**config.mk**
```make
export PLATFORM = sky130hd
export DESIGN_NAME = cobs_file_transfer_receiver
export DESIGN_NICKNAME = d
export VERILOG_FILES = /design/src/rtl/cobs_ftr_pkg.sv /design/src/rtl/cobs_file_transfer_receiver.sv
export SDC_FILE = /design/constraint.sdc
export NUM_CORES = 1
export LEC_CHECK = 0
export BUFFER_PORTS_ARGS = -buffer_cell sky130_fd_sc_hd__clkbuf_2
export CAP_MARGIN = 20
export CORE_ASPECT_RATIO = 1.1
export CORE_MARGIN = 2
export CORE_UTILIZATION = 50
export CTS_BUF_LIST = sky130_fd_sc_hd__clkbuf_8
export DETAILED_ROUTE_END_ITERATION = 8
export PLACE_DENSITY = 0.66
export SETUP_SLACK_MARGIN = 0.15
export SKIP_LAST_GASP = 1
export SLEW_MARGIN = 20
export SYNTH_ARGS = -nofsm -noshare
export SYNTH_HDL_FRONTEND = slang
export SYNTH_SLANG_ARGS = --single-unit
```
**constraint.sdc**
```tcl
create_clock -name i_clk -period 10.9 [get_ports i_clk]
set_input_delay 2.18 -clock i_clk [delete_from_list [all_inputs] [get_ports i_clk]]
set_output_delay 2.18 -clock i_clk [all_outputs]
set_load 0.01 [all_outputs]
```
**src/rtl/cobs_ftr_pkg.sv**
```systemverilog
`default_nettype none

package cobs_ftr_pkg;

    // result kinds (tuser)
    localparam logic [1:0] KIND_PAYLOAD  = 2'd0;
    localparam logic [1:0] KIND_CHUNK_OK = 2'd1;
    localparam logic [1:0] KIND_XFER_OK  = 2'd2;
    localparam logic [1:0] KIND_XFER_ERR = 2'd3;

    // error codes
    localparam logic [3:0] ERR_NONE        = 4'd0;
    localparam logic [3:0] ERR_RX_FRAME    = 4'd1;
    localparam logic [3:0] ERR_BEGIN_SHORT = 4'd2;
    localparam logic [3:0] ERR_BEGIN_HDR   = 4'd3;
    localparam logic [3:0] ERR_BEGIN_NAME  = 4'd4;
    localparam logic [3:0] ERR_FRAME_SHORT = 4'd5;
    localparam logic [3:0] ERR_DATA_SHORT  = 4'd6;
    localparam logic [3:0] ERR_SEQUENCE    = 4'd7;
    localparam logic [3:0] ERR_DATA_CHUNK  = 4'd8;
    localparam logic [3:0] ERR_OVERSIZE    = 4'd9;
    localparam logic [3:0] ERR_BAD_TYPE    = 4'd10;
    localparam logic [3:0] ERR_SIZE        = 4'd11;
    localparam logic [3:0] ERR_HASH        = 4'd12;

    // frame types
    localparam logic [7:0] TYPE_BEGIN = 8'd1;
    localparam logic [7:0] TYPE_DATA  = 8'd2;
    localparam logic [7:0] TYPE_END   = 8'd3;

    // frame header lengths
    localparam logic [16:0] HDR_COMMON = 17'd5;
    localparam logic [16:0] HDR_DATA   = 17'd7;
    localparam logic [16:0] HDR_BEGIN  = 17'd15;

    localparam logic [31:0] HASH_SEED = 32'h1234_5678;

    // h*33 xor b
    function automatic logic [31:0] hash_step(input logic [31:0] h, input logic [7:0] b);
        hash_step = ((h << 5) + h) ^ {24'd0, b};
    endfunction

endpackage

`default_nettype wire

```
**src/rtl/cobs_file_transfer_receiver.sv**
```systemverilog
// A result word is registered and appears on the master side in the cycle after its link byte is taken.
// Throughput: one link byte per cycle; the state update is a single pass of decode,
// compare and shift-add hash logic between the state registers and the result register.
// s_axis_tready drops only while a result word waits and m_axis_tready is low.
// Reset (i_rst_n low, synchronous) clears all control and transfer state.
`default_nettype none

module cobs_file_transfer_receiver
    import cobs_ftr_pkg::*;
#(
    parameter int MAX_ENCODED = 600,
    parameter int MAX_DECODED = 520
) (
    input  wire logic        i_clk,
    input  wire logic        i_rst_n,
    // link bytes in
    input  wire logic        s_axis_tvalid,
    output logic             s_axis_tready,
    input  wire logic [7:0]  s_axis_tdata,   // [7:0] rx_byte
    // results out
    output logic             m_axis_tvalid,
    input  wire logic        m_axis_tready,
    output logic [15:0]      m_axis_tdata,   // [7:0] data_byte, [11:8] error_code, [15:12] 0
    output logic [1:0]       m_axis_tuser    // [1:0] result_kind
);

    localparam int ENC_W = $clog2(MAX_ENCODED + 1);
    localparam int DEC_W = $clog2(MAX_DECODED + 1);
    localparam logic [ENC_W-1:0] ENC_LIM = ENC_W'(MAX_ENCODED);
    localparam logic [DEC_W-1:0] DEC_LIM = DEC_W'(MAX_DECODED);

    // transfer and frame state
    logic             r_in_xfer,    n_in_xfer;     // 0: waiting for BEGIN
    logic [ENC_W-1:0] r_enc_cnt,    n_enc_cnt;
    logic [DEC_W-1:0] r_dec_cnt,    n_dec_cnt;
    logic [7:0]       r_grp_left,   n_grp_left;
    logic             r_grp_full,   n_grp_full;
    logic             r_broken,     n_broken;
    logic [7:0]       r_frm_type,   n_frm_type;
    logic [31:0]      r_frm_seq,    n_frm_seq;
    logic [15:0]      r_len_field,  n_len_field;
    logic [31:0]      r_total_size, n_total_size;
    logic [31:0]      r_exp_hash,   n_exp_hash;
    logic [31:0]      r_next_seq,   n_next_seq;
    logic [31:0]      r_bytes_rx,   n_bytes_rx;
    logic [31:0]      r_commit_h,   n_commit_h;
    logic [31:0]      r_tent_h,     n_tent_h;

    // result register
    logic             r_out_valid,  n_out_valid;
    logic [1:0]       r_out_kind,   n_out_kind;
    logic [7:0]       r_out_data,   n_out_data;
    logic [3:0]       r_out_err,    n_out_err;

    logic in_accept;

    // a new byte can go in whenever the result slot is free or being emptied
    assign s_axis_tready = !r_out_valid || m_axis_tready;
    assign in_accept     = s_axis_tvalid && s_axis_tready;

    assign m_axis_tvalid = r_out_valid;
    assign m_axis_tdata  = {4'd0, r_out_err, r_out_data};
    assign m_axis_tuser  = r_out_kind;

    always_comb begin
        logic [7:0]       b;
        logic             take;
        logic [7:0]       take_byte;
        logic             brk;
        logic [DEC_W-1:0] len;
        logic [16:0]      len17;
        logic [16:0]      idx17;
        logic [16:0]      rel;
        logic [31:0]      sum;
        logic             fail;
        logic [3:0]       fail_code;
        logic             restart;

        b         = s_axis_tdata;
        take      = 1'b0;
        take_byte = 8'd0;
        brk       = 1'b0;
        len       = '0;
        len17     = '0;
        idx17     = '0;
        rel       = '0;
        sum       = '0;
        fail      = 1'b0;
        fail_code = ERR_NONE;
        restart   = 1'b0;

        n_in_xfer    = r_in_xfer;
        n_enc_cnt    = r_enc_cnt;
        n_dec_cnt    = r_dec_cnt;
        n_grp_left   = r_grp_left;
        n_grp_full   = r_grp_full;
        n_broken     = r_broken;
        n_frm_type   = r_frm_type;
        n_frm_seq    = r_frm_seq;
        n_len_field  = r_len_field;
        n_total_size = r_total_size;
        n_exp_hash   = r_exp_hash;
        n_next_seq   = r_next_seq;
        n_bytes_rx   = r_bytes_rx;
        n_commit_h   = r_commit_h;
        n_tent_h     = r_tent_h;

        n_out_valid  = 1'b0;
        n_out_kind   = KIND_PAYLOAD;
        n_out_data   = 8'd0;
        n_out_err    = ERR_NONE;

        if (b == 8'd0) begin
            // delimiter: check the frame just closed
            brk   = r_broken || (r_grp_left != 8'd0);
            len   = brk ? '0 : r_dec_cnt;
            len17 = 17'(len);
            if (r_enc_cnt == '0) begin
                fail = 1'b1; fail_code = ERR_RX_FRAME;
            end else if (!r_in_xfer) begin
                if (len17 < HDR_BEGIN) begin
                    fail = 1'b1; fail_code = ERR_BEGIN_SHORT;
                end else if (r_frm_type != TYPE_BEGIN || r_frm_seq != 32'd0) begin
                    fail = 1'b1; fail_code = ERR_BEGIN_HDR;
                end else if (len17 < HDR_BEGIN + {1'b0, r_len_field}) begin
                    fail = 1'b1; fail_code = ERR_BEGIN_NAME;
                end else begin
                    restart = 1'b1;
                end
            end else if (len17 < HDR_COMMON) begin
                fail = 1'b1; fail_code = ERR_FRAME_SHORT;
            end else if (r_frm_type == TYPE_DATA) begin
                sum = r_bytes_rx + {16'd0, r_len_field};
                if (len17 < HDR_DATA) begin
                    fail = 1'b1; fail_code = ERR_DATA_SHORT;
                end else if (r_frm_seq != r_next_seq) begin
                    fail = 1'b1; fail_code = ERR_SEQUENCE;
                end else if (len17 < HDR_DATA + {1'b0, r_len_field}) begin
                    fail = 1'b1; fail_code = ERR_DATA_CHUNK;
                end else if (sum > r_total_size) begin
                    fail = 1'b1; fail_code = ERR_OVERSIZE;
                end else begin
                    // chunk confirmed
                    n_bytes_rx  = sum;
                    n_next_seq  = r_next_seq + 32'd1;
                    n_commit_h  = r_tent_h;
                    n_tent_h    = r_tent_h;
                    n_enc_cnt   = '0;
                    n_dec_cnt   = '0;
                    n_grp_left  = 8'd0;
                    n_grp_full  = 1'b0;
                    n_broken    = 1'b0;
                    n_out_valid = 1'b1;
                    n_out_kind  = KIND_CHUNK_OK;
                end
            end else if (r_frm_type == TYPE_END) begin
                if (r_bytes_rx != r_total_size) begin
                    fail = 1'b1; fail_code = ERR_SIZE;
                end else if (r_commit_h != r_exp_hash) begin
                    fail = 1'b1; fail_code = ERR_HASH;
                end else begin
                    restart     = 1'b1;
                    n_out_valid = 1'b1;
                    n_out_kind  = KIND_XFER_OK;
                end
            end else begin
                fail = 1'b1; fail_code = ERR_BAD_TYPE;
            end
        end else if (r_enc_cnt >= ENC_LIM) begin
            // frame too long
            fail = 1'b1; fail_code = ERR_RX_FRAME;
        end else begin
            n_enc_cnt = r_enc_cnt + ENC_W'(1);
            if (r_grp_left == 8'd0) begin
                // group code byte; a short previous group implies a zero
                take       = (r_enc_cnt != '0) && !r_grp_full;
                take_byte  = 8'd0;
                n_grp_left = b - 8'd1;
                n_grp_full = (b == 8'hFF);
            end else begin
                take       = 1'b1;
                take_byte  = b;
                n_grp_left = r_grp_left - 8'd1;
            end
        end

        // one decoded byte into the frame fields
        if (take && !r_broken) begin
            if (r_dec_cnt >= DEC_LIM) begin
                n_broken = 1'b1;
            end else begin
                n_dec_cnt = r_dec_cnt + DEC_W'(1);
                idx17     = 17'(r_dec_cnt);
                rel       = idx17 - 17'd7;
                if (idx17 == 17'd0) begin
                    n_frm_type = take_byte;
                end else if (idx17 <= 17'd4) begin
                    n_frm_seq[8*(2'(idx17 - 17'd1)) +: 8] = take_byte;
                end else if (idx17 <= 17'd6) begin
                    n_len_field[8*(1'(idx17 - 17'd5)) +: 8] = take_byte;
                end else if (!r_in_xfer) begin
                    if (idx17 <= 17'd10) begin
                        n_total_size[8*(2'(idx17 - 17'd7)) +: 8] = take_byte;
                    end else if (idx17 <= 17'd14) begin
                        n_exp_hash[8*(2'(idx17 - 17'd11)) +: 8] = take_byte;
                    end
                end else if (r_frm_type == TYPE_DATA && rel < {1'b0, r_len_field}) begin
                    // tentative payload byte
                    n_tent_h    = hash_step(r_tent_h, take_byte);
                    n_out_valid = 1'b1;
                    n_out_kind  = KIND_PAYLOAD;
                    n_out_data  = take_byte;
                end
            end
        end

        // failure or a finished transfer: back to waiting, BEGIN accepted: receiving
        if (fail || restart) begin
            n_in_xfer  = restart && !r_in_xfer;
            n_next_seq = 32'd1;
            n_bytes_rx = 32'd0;
            n_commit_h = HASH_SEED;
            n_tent_h   = HASH_SEED;
            n_enc_cnt  = '0;
            n_dec_cnt  = '0;
            n_grp_left = 8'd0;
            n_grp_full = 1'b0;
            n_broken   = 1'b0;
        end
        if (fail) begin
            n_out_valid = 1'b1;
            n_out_kind  = KIND_XFER_ERR;
            n_out_data  = 8'd0;
            n_out_err   = fail_code;
        end
    end

    always_ff @(posedge i_clk) begin
        if (!i_rst_n) begin
            r_in_xfer    <= 1'b0;
            r_enc_cnt    <= '0;
            r_dec_cnt    <= '0;
            r_grp_left   <= 8'd0;
            r_grp_full   <= 1'b0;
            r_broken     <= 1'b0;
            r_frm_type   <= 8'd0;
            r_frm_seq    <= 32'd0;
            r_len_field  <= 16'd0;
            r_total_size <= 32'd0;
            r_exp_hash   <= 32'd0;
            r_next_seq   <= 32'd1;
            r_bytes_rx   <= 32'd0;
            r_commit_h   <= HASH_SEED;
            r_tent_h     <= HASH_SEED;
            r_out_valid  <= 1'b0;
        end else if (in_accept) begin
            r_in_xfer    <= n_in_xfer;
            r_enc_cnt    <= n_enc_cnt;
            r_dec_cnt    <= n_dec_cnt;
            r_grp_left   <= n_grp_left;
            r_grp_full   <= n_grp_full;
            r_broken     <= n_broken;
            r_frm_type   <= n_frm_type;
            r_frm_seq    <= n_frm_seq;
            r_len_field  <= n_len_field;
            r_total_size <= n_total_size;
            r_exp_hash   <= n_exp_hash;
            r_next_seq   <= n_next_seq;
            r_bytes_rx   <= n_bytes_rx;
            r_commit_h   <= n_commit_h;
            r_tent_h     <= n_tent_h;
            r_out_valid  <= n_out_valid;
        end else if (m_axis_tready) begin
            r_out_valid  <= 1'b0;
        end
    end

    // result payload, loaded with each accepted byte
    always_ff @(posedge i_clk) begin
        if (in_accept) begin
            r_out_kind <= n_out_kind;
            r_out_data <= n_out_data;
            r_out_err  <= n_out_err;
        end
    end

endmodule

`default_nettype wire
```
Word level (Yosys, flattened, before mapping)
Index checks and enable logic that the tools add are counted.
{"block": "op_classes", "addsub": 17, "magnitude_cmp": 13, "n_eq_ne": 26, "shifts": 8, "mux": 189, "bitwise_logic": 9, "reduce_logical": 38}
{"operator": "2-to-1 mux 32 bit", "n": 38}
{"operator": "2-to-1 mux 10 bit", "n": 24}
{"operator": "2-to-1 mux 8 bit", "n": 15}
{"operator": "negation 5 -> 34 bit", "n": 3}
{"operator": "variable shift 8 x 34 -> 32 bit (first input constant)", "n": 3}
{"operator": "indexed part select 8 x 34 -> 32 bit", "n": 3}
{"operator": "bitwise mux 32 bit", "n": 3}
{"operator": "!= test 32 bit", "n": 3}
{"operator": "2-to-1 mux 1 bit", "n": 78}
{"operator": "2-to-1 mux 4 bit", "n": 12}
{"operator": "< comparator 10 x 17 -> 1 bit", "n": 2}
{"operator": "negation 4 -> 34 bit", "n": 1}
{"operator": "variable shift 8 x 34 -> 16 bit (first input constant)", "n": 1}
{"operator": "indexed part select 8 x 34 -> 16 bit", "n": 1}
{"operator": "adder 32 x 1 -> 32 bit (second input constant)", "n": 1}
{"operator": "adder 32 x 16 -> 32 bit", "n": 1}
{"operator": "adder 32 bit", "n": 1}
{"operator": "greater-than comparator 32 bit", "n": 1}
{"operator": "nonzero test 32 bit", "n": 1}
{"operator": "XOR 32 x 8 -> 32 bit", "n": 1}
{"operator": "2-to-1 mux 2 bit", "n": 15}
{"operator": "!= test 3 x 2 -> 1 bit (second input constant)", "n": 8}
{"operator": "adder 10 x 1 -> 10 bit (second input constant)", "n": 2}
{"operator": "greater-or-equal comparator 10 bit (second input constant)", "n": 2}
{"operator": "38 further kinds", "n": 80}
{"block": "word_totals", "ff_bits": 294, "out_inout_bits": 20}

Depth between registers and ports, before layout
{"block": "logic_depth", "word_depth": 21, "depth_mapped": 22}

Least setup slack after synthesis
Ideal clock, no wire load.
{"block": "synth_timing", "kind": "register to register", "startpoint": "reg r_len_field[0]", "endpoint": "reg r_commit_h[10]", "t_arrival_ps": 4702, "required_ps": 10771, "slack_ps": 6069, "stages_incl_launch_ff": 22, "period_less_slack_ps": 4831, "path_cell_list": "dfxtp_1 -> ha_1 -> inv_1 -> fa_1 -> nor2b_1 -> o31a_1 -> o21a_1 -> a2111oi_0 -> o31a_1 -> nor3_1 -> xor2_1 -> ha_1 -> nand4_1 -> nor4_1 -> nand3_1 -> a22o_1 -> or4_1 -> buf_2 -> buf_6 -> buf_2 -> o22ai_1 -> nand2_1"}
{"block": "synth_via", "elab_chain_cells": 14, "word_cells_on_any_way": 36}
{"element": "start: declaration", "line": "cobs_file_transfer_receiver.sv:41", "rtl": "logic [15:0] r_len_field, n_len_field;"}
{"element": "start signal: assignment", "line": "cobs_file_transfer_receiver.sv:265", "rtl": "r_len_field <= n_len_field;"}
{"element": "adder 32 x 16 -> 32 bit", "line": "cobs_file_transfer_receiver.sv:133", "rtl": "sum = r_bytes_rx + {16'd0, r_len_field};"}
{"element": "greater-than comparator 32 bit", "line": "cobs_file_transfer_receiver.sv:140", "rtl": "end else if (sum > r_total_size) begin"}
{"element": "2-to-1 mux 1 bit", "line": "cobs_file_transfer_receiver.sv:140"}
{"element": "2-to-1 mux 1 bit", "line": "cobs_file_transfer_receiver.sv:138", "rtl": "end else if (len17 < HDR_DATA + {1'b0, r_len_field}) begin"}
{"element": "2-to-1 mux 1 bit", "line": "cobs_file_transfer_receiver.sv:136", "rtl": "end else if (r_frm_seq != r_next_seq) begin"}
{"element": "2-to-1 mux 1 bit", "line": "cobs_file_transfer_receiver.sv:134", "rtl": "if (len17 < HDR_DATA) begin"}
{"element": "2-to-1 mux 1 bit", "line": "cobs_file_transfer_receiver.sv:132", "rtl": "end else if (r_frm_type == TYPE_DATA) begin"}
{"element": "2-to-1 mux 1 bit", "line": "cobs_file_transfer_receiver.sv:130", "rtl": "end else if (len17 < HDR_COMMON) begin"}
{"element": "2-to-1 mux 1 bit", "line": "cobs_file_transfer_receiver.sv:120", "rtl": "end else if (!r_in_xfer) begin"}
{"element": "2-to-1 mux 1 bit", "line": "cobs_file_transfer_receiver.sv:118", "rtl": "if (r_enc_cnt == '0) begin"}
{"element": "2-to-1 mux 1 bit", "line": "cobs_file_transfer_receiver.sv:113", "rtl": "if (b == 8'd0) begin"}
{"element": "logical OR 1 bit", "line": "cobs_file_transfer_receiver.sv:218", "rtl": "if (fail || restart) begin"}
{"element": "!= test 2 x 1 -> 1 bit (no source line) or nonzero test 2 bit (tied branches)"}
{"element": "AND reduction 10 bit (no source line)"}
{"element": "end signal: assignment", "line": "cobs_file_transfer_receiver.sv:270", "rtl": "r_commit_h <= n_commit_h;"}
{"element": "end: declaration", "line": "cobs_file_transfer_receiver.sv:46", "rtl": "logic [31:0] r_commit_h, n_commit_h;"}
Several ways; a longest one is shown, not always the timed one.
A chain may end at the register's enable or synchronous reset.

Worst setup path in the final report
{"block": "layout_timing", "startpoint": "reg r_len_field[2]", "endpoint": "reg r_bytes_rx[27]"}
{"block": "layout_via", "elab_chain_cells": 14, "word_cells_on_any_way": 45}
{"element": "adder 32 x 16 -> 32 bit", "line": "cobs_file_transfer_receiver.sv:133"}
{"element": "greater-than comparator 32 bit", "line": "cobs_file_transfer_receiver.sv:140"}
{"element": "2-to-1 mux 1 bit", "line": "cobs_file_transfer_receiver.sv:140"}
{"element": "2-to-1 mux 1 bit", "line": "cobs_file_transfer_receiver.sv:138"}
{"element": "2-to-1 mux 1 bit", "line": "cobs_file_transfer_receiver.sv:136"}
{"element": "2-to-1 mux 1 bit", "line": "cobs_file_transfer_receiver.sv:134"}
{"element": "2-to-1 mux 1 bit", "line": "cobs_file_transfer_receiver.sv:132"}
{"element": "2-to-1 mux 1 bit", "line": "cobs_file_transfer_receiver.sv:130"}
{"element": "2-to-1 mux 1 bit", "line": "cobs_file_transfer_receiver.sv:120"}
{"element": "2-to-1 mux 1 bit", "line": "cobs_file_transfer_receiver.sv:118"}
{"element": "2-to-1 mux 1 bit", "line": "cobs_file_transfer_receiver.sv:113"}
{"element": "logical OR 1 bit", "line": "cobs_file_transfer_receiver.sv:218"}
{"element": "!= test 2 x 1 -> 1 bit (no source line) or nonzero test 2 bit (tied branches)"}
{"element": "AND reduction 10 bit (no source line)"}
{"element": "end signal: assignment", "line": "cobs_file_transfer_receiver.sv:269", "rtl": "r_bytes_rx <= n_bytes_rx;"}
{"element": "end: declaration", "line": "cobs_file_transfer_receiver.sv:45", "rtl": "logic [31:0] r_bytes_rx, n_bytes_rx;"}
Several ways; a longest one is shown, not always the timed one. The select of a mux whose other input is x is not followed.

==> results by group <==
Pwr
  – Maximum vdd drop: 103 uV
  – Psw: 939 uW
  – Comb power frac: 20.4%
  – Lkg Pwr: 0.00790 uW
  – Flop pwr share: 39.6%
  – PwrDens: 150 nW/um2
  – P_int: 1950 uW
  – Clk pwr share: 40.0%
  – Sw Share: 32.5%

STA
  – Worst-Margin Slew: 1110 ps
  – Tmin final: 6060 ps
  – Fin crit share: 55.6%
  – Relative slew slack: 25.2%
  – Setup violators final: 0
  – Fmax: 165 MHz
  – Hold Slack: 476 ps
  – Fin. Hold Viols: 0
  – Setup TNS: 0 ps
  – Fin. max-slew vios: 0
  – Clk_skew: 33.1 ps
  – RSZ-0062 raised after global routing: no

Global route
  – GR Util All Layers: 27.3%
  – Gr ovfl total: 0
  – First-pass GRT wire length: 80600 um
  – Largest net degree at the start of global routing: 101
  – Initial antenna violation count: 1
  – Vias in the first global route: 14900

Setup path
  – CP max-delay cell: or4_1
  – Top delay family on crit path: simple AND/OR/NAND/NOR gates
  – Critical path's largest stage delay: 980 ps
  – Critical path buffer and inverter count: 0
  – Critical path peak fanout: 24
  – CP required: 11420 ps
  – Critical path type: reg -> reg
  – Reg-to-reg slack, setup: 4840 ps
  – Critical Path AT: 6580 ps
  – Worst setup EP type: register
  – Worst-path cell chain: ha_1 > nor2b_1 > o31a_1 > o21a_1 > a2111oi_0 > o31a_1 > nor3_1 > xor2_1 > ha_1 > nand4_1 > nor4_1 > nand3_1 > a22o_1 > or4_1 > or3_1 > a21oi_1
  – Startpoint type of the worst setup path: register

Detailed routing
  – Met2 wire len: 23300 um
  – DRT antenna net count: 0
  – WL/cell: 19.2 um
  – Met3 Routed Length: 2700 um
  – Final WL: 50800 um
  – Max layer used: met4
  – Drt via density: 5.97
  – First-pass detailed-route iteration total: 7
  – Initial drt markers: 1232
  – DRC viols: 0
  – M1 WL: 22500 um
  – Vias: 15700

Die
  – Die footprint: 36900 um2
  – Die H: 201 um
  – # IOs: 32
  – Core area: 35000 um2
  – Rows: 72
  – Initial Utilization: 50.5%
  – Die W: 183 um

Logic synthesis
  – Synth area leaders: dfxtp_1 (32%), ha_1 (8.1%), nor2_1 (7.2%), xnor2_1 (5.7%), xor2_1 (4.6%)
  – Post-synth EDFFs: 14
  – Async SR Flop Fraction: 0%
  – Mapped cell area: 17700 um2
  – Yosys top cell area share: 31.7%
  – FF+latch count, synth: 294
  – Synthesized area per cell: 8.15 um2
  – Post-synth top flop: dfxtp_1
  – Synth area leader: dfxtp_1
  – Synth cell types: 85
  – Syn Inst Count: 2170
  – Synth Warn #: 0
  – Seq/Total Area, Yosys: 34.1%

Status
  – Status: completed

CTS
  – Num CTS Buffers: 49
  – H-tree Lvls: 2
  – Number of gates resized after CTS: 0
  – Postcts setup bufs: 0
  – Clock Latency Late Sink: 600 ps
  – CTS max path bufs: 3
  – CTS tree: built
  – CTS Sinks: 294
  – CTS Root Cell: clkbuf_8
  – Hold_buf cts: 0
  – Worst-path clk slew: 60 ps

Finish
  – P&R area growth vs syn: 8.94%
  – Antenna Cells: 0
  – Fillers: 3262
  – Layout cell share with drive strength beyond 1: 7.01%
  – Final #Nets: 2285
  – Commonest cells after routing, fill and taps aside: nor2_1 (339), dfxtp_1 (280), nand2_1 (140)
  – Most common cell after layout, fill and taps aside: nor2_1

Place
  – DP HPWL: 36500 um
  – Final Wtd Congestion: 0.932
  – Number of port buffers: 27

Flow run
  – Max-Cap Viols: 0

Hold path
  – Hold Crit Class: reg -> reg
==> per-stage QoR <==
stage	utilization, %	setup WS, ps	cells	cell area [um2]	power (uW)
3_3_place_gp	51.5	4960	2549	18100	1730
4_1_cts	55.0	4840	2640	19300	2890
5_1_grt	55.0	4370	2640	19300	3000
6_report	55.0	4840	2640	19300	2890
3_5_place_dp	51.6	4820	2550	18100	1740
2_1_floorplan	-	6070	2173	17700	1540
==> cell families after synthesis <==
| logic type | share of synthesized area (%) |
|---|---|
| adder cells (fa/ha/maj) | 8.29 |
| AND/OR/NAND/NOR | 22.2 |
| XOR/XNOR | 10.3 |
| multiplexers | 3.80 |
| flip-flops | 34.1 |
| buffers and inverters | 4.67 |
| other | 0.0212 |
| AO/OA/AOI/OAI | 16.7 |
==> area by class of cell <==
| cell class | count | area (um2) | share of cell area [%] |
|---|---|---|---|
| clock buffer | 69 | 950 | 4.93 |
| timing repair buffer | 38 | 215 | 1.12 |
| multi-input combinational | 1669 | 10900 | 56.5 |
| inverter | 105 | 399 | 2.07 |
| clock inverter | 21 | 235 | 1.22 |
| tap | 444 | 556 | 2.88 |
| sequential | 294 | 6030 | 31.3 |
==> tightest hold or removal path: cells and delay by family (launching register included) <==
kind | cells | cell delay, ps
flops | 1 | 320
simple gates | 1 | 60
compound gates | 1 | 50
==> path summary, 6_finish.rpt <==
check | from | to | cells past startpoint
max | r_len_field[2] | r_bytes_rx[27] | 16
min | r_grp_left[5] | r_grp_left[5] | 2
max reg2reg | r_len_field[2] | r_bytes_rx[27] | 16
min reg2reg | r_grp_left[5] | r_grp_left[5] | 2
==> cells in the mapped netlist (6+ instances only) <==
library cell / count
o31a_1: 8
mux2i_1: 66
and2_1: 27
or4_1: 8
ha_1: 114
o22a_1: 13
nor3_1: 71
nor2_1: 339
nand4_1: 40
a21oi_1: 127
o21bai_1: 7
a211oi_1: 12
nand3_1: 58
dfxtp_1: 280
a31oi_1: 25
nand2_1: 141
xor2_1: 93
or3_1: 19
o211ai_1: 6
o41ai_1: 6
clkbuf_1: 83
a21o_1: 17
o31ai_1: 6
and3_1: 24
o21ai_0: 65
buf_2: 12
a21boi_0: 6
nand2b_1: 17
inv_1: 102
o21a_1: 20
nor4_1: 39
a22oi_1: 58
o22ai_1: 27
xnor2_1: 116
edfxtp_1: 14
or2_2: 6
==> power by group through the flow <==
| stage | combinational (uW) | sequential, uW | clock, uW |
|---|---|---|---|
| after global placement | 567 | 1160 | 0 |
| final | 591 | 1140 | 1160 |
| after floorplan | 391 | 1150 | 0 |
| after CTS | 579 | 1140 | 1170 |
| after global routing | 630 | 1150 | 1220 |
| after detailed placement | 575 | 1170 | 0 |
==> layer usage <==
metal | up-vias | global-route usage, %
li1 | 7657 | -
met1 | 7486 | 35.9
met2 | 482 | 44.5
met3 | 124 | 3.42
met4 | 0 | 12.6
met5 | - | 0
==> state kept, by name (all words and copies together), names as in the netlist <==
name / count
r_next_seq: 32
r_exp_hash: 32
r_tent_h: 32
r_enc_cnt: 10
r_grp_left: 8
r_len_field: 16
r_frm_type: 8
r_commit_h: 32
r_out_err: 4
r_bytes_rx: 32
r_total_size: 32
r_grp_full: 1
m_axis_tvalid: 1
r_dec_cnt: 10
m_axis_tuser: 2
r_out_data: 8
r_frm_seq: 32
r_in_xfer: 1
r_broken: 1
Power figures use the tool's default switching activity.
